`config.mk`:
```
export PLATFORM = sky130hd
export DESIGN_NAME = integer_to_radix_ascii_core
export DESIGN_NICKNAME = d
export VERILOG_FILES = /design/src/rtl/itoa_pkg.sv /design/src/rtl/itoa_div.sv /design/src/rtl/itoa_digit_buf.sv /design/src/rtl/itoa_ctrl.sv /design/src/rtl/integer_to_radix_ascii_core.sv
export SDC_FILE = /design/constraint.sdc
export NUM_CORES = 1
export LEC_CHECK = 0
export ABC_AREA = 1
export ABC_CLOCK_PERIOD_IN_PS = 5400
export BUFFER_PORTS_ARGS = -buffer_cell sky130_fd_sc_hd__buf_2
export CELL_PAD_IN_SITES_DETAIL_PLACEMENT = 2
export CELL_PAD_IN_SITES_GLOBAL_PLACEMENT = 2
export CORE_ASPECT_RATIO = 1.5
export CORE_MARGIN = 4
export CORE_UTILIZATION = 35
export CTS_CLUSTER_SIZE = 25
export DETAILED_ROUTE_END_ITERATION = 8
export HOLD_SLACK_MARGIN = 0.03
export PLACE_DENSITY = 0.79
export SYNTH_ARGS = -nofsm -noshare
export SYNTH_HDL_FRONTEND = slang
export SYNTH_SLANG_ARGS = --single-unit
export TNS_END_PERCENT = 10
```
`constraint.sdc`:
```
create_clock -name aclk -period 5.4 [get_ports aclk]
set_clock_uncertainty 0.2 [all_clocks]
set_input_delay 1.08 -clock aclk [delete_from_list [all_inputs] [get_ports aclk]]
set_output_delay 1.08 -clock aclk [all_outputs]
set_load 0.005 [all_outputs]
```
`src/rtl/itoa_pkg.sv`:
```
// ----------------------------------------------------------------------------
// itoa_pkg
// Shared types, constants and the digit-to-character lookup for the
// radix-to-ASCII converter.
// ----------------------------------------------------------------------------
package itoa_pkg;

    localparam int NUMBER_BITS_W = 32;
    localparam int VALUE_WIDTH   = 32;   // converted value width, at most NUMBER_BITS_W
    localparam int RADIX_W       = 6;
    localparam int DIGIT_W       = RADIX_W;
    localparam int CHAR_W        = 7;
    localparam int DIGIT_DEPTH   = VALUE_WIDTH;  // base 2 gives the longest string
    localparam int ADDR_W        = $clog2(DIGIT_DEPTH);
    localparam int CNT_W         = $clog2(DIGIT_DEPTH + 1);
    localparam int BIT_CNT_W     = $clog2(VALUE_WIDTH);

    localparam logic [RADIX_W-1:0] RADIX_MIN = RADIX_W'(2);
    localparam logic [RADIX_W-1:0] RADIX_MAX = RADIX_W'(36);
    localparam logic [DIGIT_W-1:0] DEC_DIGITS = DIGIT_W'(10);

    localparam logic [CHAR_W-1:0] CHAR_ZERO  = CHAR_W'(8'h30);
    localparam logic [CHAR_W-1:0] CHAR_A_LC  = CHAR_W'(8'h61);
    localparam logic [CHAR_W-1:0] CHAR_MINUS = CHAR_W'(8'h2d);
    localparam logic [CHAR_W-1:0] CHAR_NONE  = '0;

    typedef logic [VALUE_WIDTH-1:0] value_t;
    typedef logic [DIGIT_W-1:0]     digit_t;
    typedef logic [RADIX_W-1:0]     radix_t;
    typedef logic [ADDR_W-1:0]      addr_t;

    typedef enum logic [2:0] {
        ST_IDLE,
        ST_BAD,
        ST_DIV_START,
        ST_DIV_WAIT,
        ST_SIGN,
        ST_READ,
        ST_EMIT
    } ctrl_state_t;

    typedef struct packed {
        logic   start;
        value_t dividend;
        radix_t divisor;
    } div_cmd_t;

    typedef struct packed {
        logic   done;
        value_t quotient;
        digit_t remainder;
    } div_rsp_t;

    typedef struct packed {
        logic   en;
        addr_t  addr;
        digit_t data;
    } buf_wr_t;

    typedef struct packed {
        logic  en;
        addr_t addr;
    } buf_rd_t;

    function automatic logic [CHAR_W-1:0] digit_to_ascii(input digit_t d);
        logic [CHAR_W-1:0] ch;
        if (d < DEC_DIGITS) begin
            ch = CHAR_ZERO + CHAR_W'(d);
        end else if (d < RADIX_MAX) begin
            ch = CHAR_A_LC + CHAR_W'(d - DEC_DIGITS);
        end else begin
            ch = CHAR_NONE;
        end
        return ch;
    endfunction

endpackage

```
`src/rtl/itoa_div.sv`:
```
// ----------------------------------------------------------------------------
// itoa_div
// Restoring divider, one quotient bit per cycle. Divides the running
// quotient by the base and returns quotient and remainder.
// ----------------------------------------------------------------------------
module itoa_div (
    input  logic             aclk,
    input  logic             aresetn,
    input  itoa_pkg::div_cmd_t cmd,
    output itoa_pkg::div_rsp_t rsp
);
    import itoa_pkg::*;

    value_t               q_reg;
    digit_t               rem_reg;
    radix_t               div_reg;
    logic [BIT_CNT_W-1:0] cnt_reg;
    logic                 busy_reg;
    logic                 done_reg;

    logic [DIGIT_W:0] trial;
    logic [DIGIT_W:0] diff;
    logic             ge;
    digit_t           rem_next;
    logic             cnt_last;

    always_comb begin
        trial    = {rem_reg, q_reg[VALUE_WIDTH-1]};
        diff     = trial - {1'b0, div_reg};
        ge       = trial >= {1'b0, div_reg};
        // partial remainder stays below the divisor, so it fits DIGIT_W bits
        rem_next = ge ? diff[DIGIT_W-1:0] : trial[DIGIT_W-1:0];
    end

    assign cnt_last = (cnt_reg == BIT_CNT_W'(VALUE_WIDTH - 1));

    always_ff @(posedge aclk) begin
        if (!aresetn) begin
            busy_reg <= 1'b0;
            done_reg <= 1'b0;
            cnt_reg  <= '0;
        end else begin
            done_reg <= !cmd.start && busy_reg && cnt_last;
            if (cmd.start) begin
                busy_reg <= 1'b1;
                cnt_reg  <= '0;
            end else if (busy_reg) begin
                cnt_reg <= cnt_reg + 1'b1;
                if (cnt_last) begin
                    busy_reg <= 1'b0;
                end
            end
        end
    end

    always_ff @(posedge aclk) begin
        if (cmd.start) begin
            q_reg   <= cmd.dividend;
            rem_reg <= '0;
            div_reg <= cmd.divisor;
        end else if (busy_reg) begin
            q_reg   <= {q_reg[VALUE_WIDTH-2:0], ge};
            rem_reg <= rem_next;
        end
    end

    assign rsp.done      = done_reg;
    assign rsp.quotient  = q_reg;
    assign rsp.remainder = rem_reg;

endmodule

```
`src/rtl/itoa_digit_buf.sv`:
```
// ----------------------------------------------------------------------------
// itoa_digit_buf
// Digit store: one write port, one read port with registered read data.
// ----------------------------------------------------------------------------
module itoa_digit_buf (
    input  logic              aclk,
    input  itoa_pkg::buf_wr_t wr,
    input  itoa_pkg::buf_rd_t rd,
    output itoa_pkg::digit_t  rd_data
);
    import itoa_pkg::*;

    digit_t mem [DIGIT_DEPTH];
    digit_t rd_data_reg;

    always_ff @(posedge aclk) begin
        if (wr.en) begin
            mem[wr.addr] <= wr.data;
        end
    end

    always_ff @(posedge aclk) begin
        if (rd.en) begin
            rd_data_reg <= mem[rd.addr];
        end
    end

    assign rd_data = rd_data_reg;

endmodule

```
`src/rtl/itoa_ctrl.sv`:
```
// ----------------------------------------------------------------------------
// itoa_ctrl
// Sequencer: takes an item, runs the divider once per digit, then plays the
// stored digits back in reverse through the output register.
// ----------------------------------------------------------------------------
module itoa_ctrl (
    input  logic                 aclk,
    input  logic                 aresetn,
    input  logic                 s_valid,
    output logic                 s_ready,
    input  logic [31:0]          s_number_bits,
    input  logic                 s_signed_mode,
    input  logic [5:0]           s_radix,
    output logic                 m_valid,
    input  logic                 m_ready,
    output logic [6:0]           m_ascii_char,
    output logic                 m_last_char,
    output logic                 m_bad_radix,
    output itoa_pkg::div_cmd_t   div_cmd,
    input  itoa_pkg::div_rsp_t   div_rsp,
    output itoa_pkg::buf_wr_t    buf_wr,
    output itoa_pkg::buf_rd_t    buf_rd,
    input  itoa_pkg::digit_t     buf_rd_data
);
    import itoa_pkg::*;

    ctrl_state_t state_reg, state_next;

    value_t           quot_reg;
    radix_t           radix_reg;
    logic [CNT_W-1:0] count_reg;
    logic             neg_reg;

    logic              out_valid_reg;
    logic [CHAR_W-1:0] out_char_reg;
    logic              out_last_reg;
    logic              out_bad_reg;

    logic              in_xfer;
    logic              in_bad;
    logic              in_neg;
    value_t            in_val;
    logic              out_free;
    logic              div_last;
    logic [CNT_W-1:0]  count_inc;
    logic [CNT_W-1:0]  count_dec;

    logic              load_item;
    logic              store_digit;
    logic              out_load;
    logic [CHAR_W-1:0] out_char_next;
    logic              out_last_next;
    logic              out_bad_next;
    logic              emit_digit;

    assign in_xfer   = s_valid && s_ready;
    assign in_bad    = (s_radix < RADIX_MIN) || (s_radix > RADIX_MAX);
    assign in_val    = s_number_bits[VALUE_WIDTH-1:0];
    assign in_neg    = s_signed_mode && in_val[VALUE_WIDTH-1];
    assign out_free  = !out_valid_reg || m_ready;
    assign count_inc = count_reg + 1'b1;
    assign count_dec = count_reg - 1'b1;
    // stop on a zero quotient or a full store
    assign div_last  = (div_rsp.quotient == '0) || (count_inc == CNT_W'(DIGIT_DEPTH));

    // next state
    always_comb begin
        state_next = state_reg;
        case (state_reg)
            ST_IDLE: begin
                if (in_xfer) begin
                    state_next = in_bad ? ST_BAD : ST_DIV_START;
                end
            end
            ST_BAD: begin
                if (out_free) state_next = ST_IDLE;
            end
            ST_DIV_START: begin
                state_next = ST_DIV_WAIT;
            end
            ST_DIV_WAIT: begin
                if (div_rsp.done) begin
                    if (!div_last)    state_next = ST_DIV_START;
                    else if (neg_reg) state_next = ST_SIGN;
                    else              state_next = ST_READ;
                end
            end
            ST_SIGN: begin
                if (out_free) state_next = ST_READ;
            end
            ST_READ: begin
                state_next = ST_EMIT;
            end
            ST_EMIT: begin
                if (out_free) begin
                    state_next = (count_reg == CNT_W'(1)) ? ST_IDLE : ST_READ;
                end
            end
            default: state_next = ST_IDLE;
        endcase
    end

    // outputs of the sequencer
    always_comb begin
        s_ready       = 1'b0;
        load_item     = 1'b0;
        store_digit   = 1'b0;
        out_load      = 1'b0;
        out_char_next = CHAR_NONE;
        out_last_next = 1'b0;
        out_bad_next  = 1'b0;
        emit_digit    = 1'b0;
        div_cmd.start    = 1'b0;
        div_cmd.dividend = quot_reg;
        div_cmd.divisor  = radix_reg;
        buf_rd.en   = 1'b0;
        buf_rd.addr = count_dec[ADDR_W-1:0];
        case (state_reg)
            ST_IDLE: begin
                s_ready   = 1'b1;
                load_item = in_xfer && !in_bad;
            end
            ST_BAD: begin
                out_load      = out_free;
                out_char_next = CHAR_NONE;
                out_last_next = 1'b1;
                out_bad_next  = 1'b1;
            end
            ST_DIV_START: begin
                div_cmd.start = 1'b1;
            end
            ST_DIV_WAIT: begin
                store_digit = div_rsp.done;
            end
            ST_SIGN: begin
                out_load      = out_free;
                out_char_next = CHAR_MINUS;
            end
            ST_READ: begin
                buf_rd.en = 1'b1;
            end
            ST_EMIT: begin
                out_load      = out_free;
                emit_digit    = out_free;
                out_char_next = digit_to_ascii(buf_rd_data);
                out_last_next = (count_reg == CNT_W'(1));
            end
            default: ;
        endcase
    end

    assign buf_wr.en   = store_digit;
    assign buf_wr.addr = count_reg[ADDR_W-1:0];
    assign buf_wr.data = div_rsp.remainder;

    always_ff @(posedge aclk) begin
        if (!aresetn) begin
            state_reg     <= ST_IDLE;
            out_valid_reg <= 1'b0;
            quot_reg      <= '0;
            count_reg     <= '0;
            neg_reg       <= 1'b0;
        end else begin
            state_reg <= state_next;
            if (out_load) begin
                out_valid_reg <= 1'b1;
            end else if (m_ready) begin
                out_valid_reg <= 1'b0;
            end
            if (load_item) begin
                quot_reg  <= in_neg ? (~in_val + 1'b1) : in_val;
                count_reg <= '0;
                neg_reg   <= in_neg;
            end else if (store_digit) begin
                quot_reg  <= div_rsp.quotient;
                count_reg <= count_inc;
            end else if (emit_digit) begin
                count_reg <= count_dec;
            end
        end
    end

    always_ff @(posedge aclk) begin
        if (load_item) begin
            radix_reg <= s_radix;
        end
        if (out_load) begin
            out_char_reg <= out_char_next;
            out_last_reg <= out_last_next;
            out_bad_reg  <= out_bad_next;
        end
    end

    assign m_valid      = out_valid_reg;
    assign m_ascii_char = out_char_reg;
    assign m_last_char  = out_last_reg;
    assign m_bad_radix  = out_bad_reg;

endmodule

```
`src/rtl/integer_to_radix_ascii_core.sv`:
```
// ----------------------------------------------------------------------------
// integer_to_radix_ascii_core
// Converts a 32-bit value to ASCII digits in base 2..36, MSD first.
// ----------------------------------------------------------------------------
// Usage:
//   Input channel s_*: one transfer carries the value, the signed flag and the
//   base. s_ready is high only while the block is idle.
//   Result channel m_*: one transfer per character, MSD first, lower-case
//   letters above nine, a leading '-' for negative signed values. The final
//   character has m_last_char set. A base outside 2..36 gives one transfer
//   with m_bad_radix and m_last_char set and m_ascii_char zero.
//   Timing: each digit takes one pass of the shared bit-serial divider
//   (one quotient bit per cycle over 32 bits, plus start and write-back),
//   then each character on playback takes a store read and an output load.
//   Stall: the output register holds the character until m_ready; playback
//   pauses meanwhile. The next item is taken as soon as the last character
//   sits in the output register.
//   Reset (aresetn low, synchronous) clears the sequencer and the output
//   valid; the digit store needs no clearing.
// ----------------------------------------------------------------------------
module integer_to_radix_ascii_core (
    input  logic        aclk,
    input  logic        aresetn,
    input  logic        s_valid,
    output logic        s_ready,
    input  logic [31:0] s_number_bits,
    input  logic        s_signed_mode,
    input  logic [5:0]  s_radix,
    output logic        m_valid,
    input  logic        m_ready,
    output logic [6:0]  m_ascii_char,
    output logic        m_last_char,
    output logic        m_bad_radix
);
    import itoa_pkg::*;

    div_cmd_t div_cmd;
    div_rsp_t div_rsp;
    buf_wr_t  buf_wr;
    buf_rd_t  buf_rd;
    digit_t   buf_rd_data;

    itoa_ctrl u_ctrl (
        .aclk          (aclk),
        .aresetn       (aresetn),
        .s_valid       (s_valid),
        .s_ready       (s_ready),
        .s_number_bits (s_number_bits),
        .s_signed_mode (s_signed_mode),
        .s_radix       (s_radix),
        .m_valid       (m_valid),
        .m_ready       (m_ready),
        .m_ascii_char  (m_ascii_char),
        .m_last_char   (m_last_char),
        .m_bad_radix   (m_bad_radix),
        .div_cmd       (div_cmd),
        .div_rsp       (div_rsp),
        .buf_wr        (buf_wr),
        .buf_rd        (buf_rd),
        .buf_rd_data   (buf_rd_data)
    );

    itoa_div u_div (
        .aclk    (aclk),
        .aresetn (aresetn),
        .cmd     (div_cmd),
        .rsp     (div_rsp)
    );

    itoa_digit_buf u_buf (
        .aclk    (aclk),
        .wr      (buf_wr),
        .rd      (buf_rd),
        .rd_data (buf_rd_data)
    );

endmodule

```
==> flow_summary.json <==
{
  "status": "completed",
  "postCtsHoldBufs": 0,
  "via_count": 11230,
  "slowest_delay_ns": 0.78,
  "synth_cell_type_count": 47,
  "synth_nets": 1546,
  "crit_arrival_ns": 4.01,
  "synth-seq-cells": 307,
  "drtIter0Drc": 610,
  "grt_pass1_vias": 12600,
  "numCtsBuffers": 34,
  "vias_per_cell": 5.476,
  "power_switching_mw": 1.784,
  "utilization_pct": 40.01,
  "synth_area_per_cell_sq_um": 9.728,
  "grt_use_total_pct": 20.87,
  "core-area_sq_um": 40540,
  "io_pins": 54,
  "cp-end-kind": "register",
  "ant_nets": 0,
  "powerDensity_nw_per_um2": 387.1,
  "yosysSeqAreaShare_pct": 59.98,
  "hold_class": "register to register",
  "timing.final.ws_setup_ns": 1.572,
  "start_util_pct": 35.61,
  "slew_headroom_pct": 26.64,
  "antennaDiodeCount": 0,
  "grt_setup_unrepaired": "no",
  "post-synth-top-area-cell": "edfxtp_1",
  "die_x_um": 173.8,
  "cts-root-buf": "clkbuf_16",
  "placement_rows": 90,
  "hold_slack_ns": 0.2233,
  "hpwl_um": 32960,
  "critical_path_class": "register to register",
  "internal-power_mw": 4.495,
  "worstMarginPinSlew_ns": 1.092,
  "total_power_mw": 6.279,
  "cpMaxStageDelayCell": "inv_1",
  "fmax_mhz": 261.2,
  "grt_overflow_total": 0,
  "clk_latency_ns": 0.53,
  "drc": 0,
  "timing.final.crit_share_pct": 70.89,
  "dieArea_sq_um": 44630,
  "swShare_pct": 28.41,
  "cts_buffer_depth": 3,
  "finalCriticalPeriod_ns": 3.828,
  "ys_warn_count": 0,
  "synth_area_sq_um": 14440,
  "start_kind": "register",
  "vdd_drop_max_mv": 0.2099,
  "drt-pass1-iter-count": 4,
  "crit_top_cell": "nand2_1",
  "path_max_fanout": 46,
  "p_seq_share_pct": 47.6,
  "gp_congestion": 0.7876,
  "drive_above_1_share_pct": 11.33,
  "areaGrowthSynthToFinish_pct": 12.35,
  "fp.dieH_um": 256.7,
  "grt_first_pass_wirelength_um": 73150,
  "p_clk_share_pct": 37.5,
  "nFillCells": 4411,
  "synth_top_cell_area_share_pct": 52.21,
  "synthAdderAreaFrac_pct": 1.699,
  "clock-sinks": 307,
  "post_cts_buffers": 0,
  "critical_path_buf_inv_count": 3,
  "power.leakage_nw": 5.934,
  "cts_tree": "yes",
  "synth-compound-area-share_pct": 12.78,
  "final_common_cell": "nand2_1",
  "ctsResizeCount": 0,
  "cts_max_level": 2,
  "finalSetupTns_ns": 0,
  "antenna_found_initial": 1,
  "finalSetupViolCount": 0,
  "totalWireLength_um": 47480,
  "crit_chain": "buf_4 > inv_2 > ha_1 > inv_1 > o21ai_0 > o221ai_1 > o211ai_1 > o21ai_1 > nand2_1 > nand2_1",
  "preCtsSetupSlack_ns": 1.613,
  "critical_path_required_ns": 5.59,
  "synth-xor-area-share_pct": 1.872,
  "cp_top_family": "buffers and inverters",
  "wl_per_cell_um": 23.16,
  "netlist_instances": 1484,
  "hold_viol_final": 0,
  "yosys-top-cells-area": "edfxtp_1, nand2_1, dfxtp_1",
  "cap_viol_max_count": 0,
  "largest_reg_flops": 192,
  "numPortBuffers": 53,
  "muxShareOfSynthArea_pct": 0,
  "grt_max_degree": 63,
  "nets": 1581,
  "yosys.area_share.simple_pct": 18.49,
  "pwr-share-comb_pct": 14.8,
  "final_cell_mix": "nand2_1, edfxtp_1, nor2_1",
  "clk_pin_slew_ns": 0.06,
  "drv_slew": 0,
  "synth_top_family_by_area": "simple AND/OR/NAND/NOR gates"
}
## cell type report
| class | count | area, sq um | area share [%] |
|---|---|---|---|
| repair buffers | 71 | 400.4 | 2.469 |
| clock inverters | 22 | 214.0 | 1.319 |
| clock buffers | 39 | 900.9 | 5.554 |
| multi-input cells | 1004 | 5030 | 31.01 |
| flip-flops and latches | 307 | 8660 | 53.39 |
| well taps | 506 | 633.1 | 3.903 |
| inverters | 101 | 381.6 | 2.353 |
## kinds of logic after synthesis
group | after synthesis
AO/OA/AOI/OAI | 324
XOR/XNOR | 30
adder cells (fa/ha/maj) | 19
buffers and inverters | 173
flip-flops | 307
AND/OR/NAND/NOR | 631
## final timing paths
| kind | from | endpoint | slack (ns) | depth (start not counted) |
|---|---|---|---|---|
| worst min-delay path | u_ctrl.radix_reg[0] | u_div.div_reg[0] | 0.22 | 0 |
| worst max register to register | u_ctrl.count_reg[0] | u_buf.rd_data[3] | 1.57 | 10 |
| worst max-delay path | u_ctrl.count_reg[0] | u_buf.rd_data[3] | 1.57 | 10 |
| worst min register to register | u_ctrl.radix_reg[0] | u_div.div_reg[0] | 0.22 | 0 |
## power by group through the flow
| stage | clock (mW) | combinational, mW | sequential, mW |
|---|---|---|---|
| 6_report | 2.36 | 0.930 | 2.99 |
| 2_1_floorplan | 0 | 0.509 | 3.08 |
| 3_3_place_gp | 0 | 0.881 | 3.03 |
| 3_5_place_dp | 0 | 0.942 | 3.04 |
| 5_1_grt | 2.50 | 1.04 | 3.01 |
| 4_1_cts | 2.40 | 0.948 | 2.99 |
## worst reg2reg max path, stage by stage (launching register included)
cell and delay [ns]:
dfxtp_2 0.32, buf_4 0.40, inv_2 0.41, ha_1 0.45, inv_1 0.78, o21ai_0 0.34
o221ai_1 0.32, o211ai_1 0.17, o21ai_1 0.14, nand2_1 0.11, nand2_1 0.09
## Yosys cell counts (all sizes together)
cell	count
fa	1
o31ai	5
clkbuf	35
ha	18
xnor2	9
xor2	21
or2	4
nor3	20
clkinv	2
o22ai	35
nand2	305
o221ai	13
edfxtp	251
o21bai	2
nand3	71
o21ai	193
dfxtp	56
inv	99
o211ai	13
a31oi	9
a21oi	51
a211oi	1
nand4	10
nor2	217
a221oi	2
nand3b	4
buf	37
## routing by layer
metal	GRT usage [%]	vias up	routed length [um]
li1	-	5208	-
met1	21.78	5683	17310
met2	40.66	217	26410
met3	2.476	116	1318
met4	10.32	2	2429
met5	0	-	20
## metrics by stage
step | std cells | cell area, sq um
after floorplan | 1484 | 14440
after global routing | 2050 | 16220
after global placement | 1989 | 15100
final | 2050 | 16220
after CTS | 2050 | 16220
after detailed placement | 1989 | 15100
(Power assumes the default switching activity.)
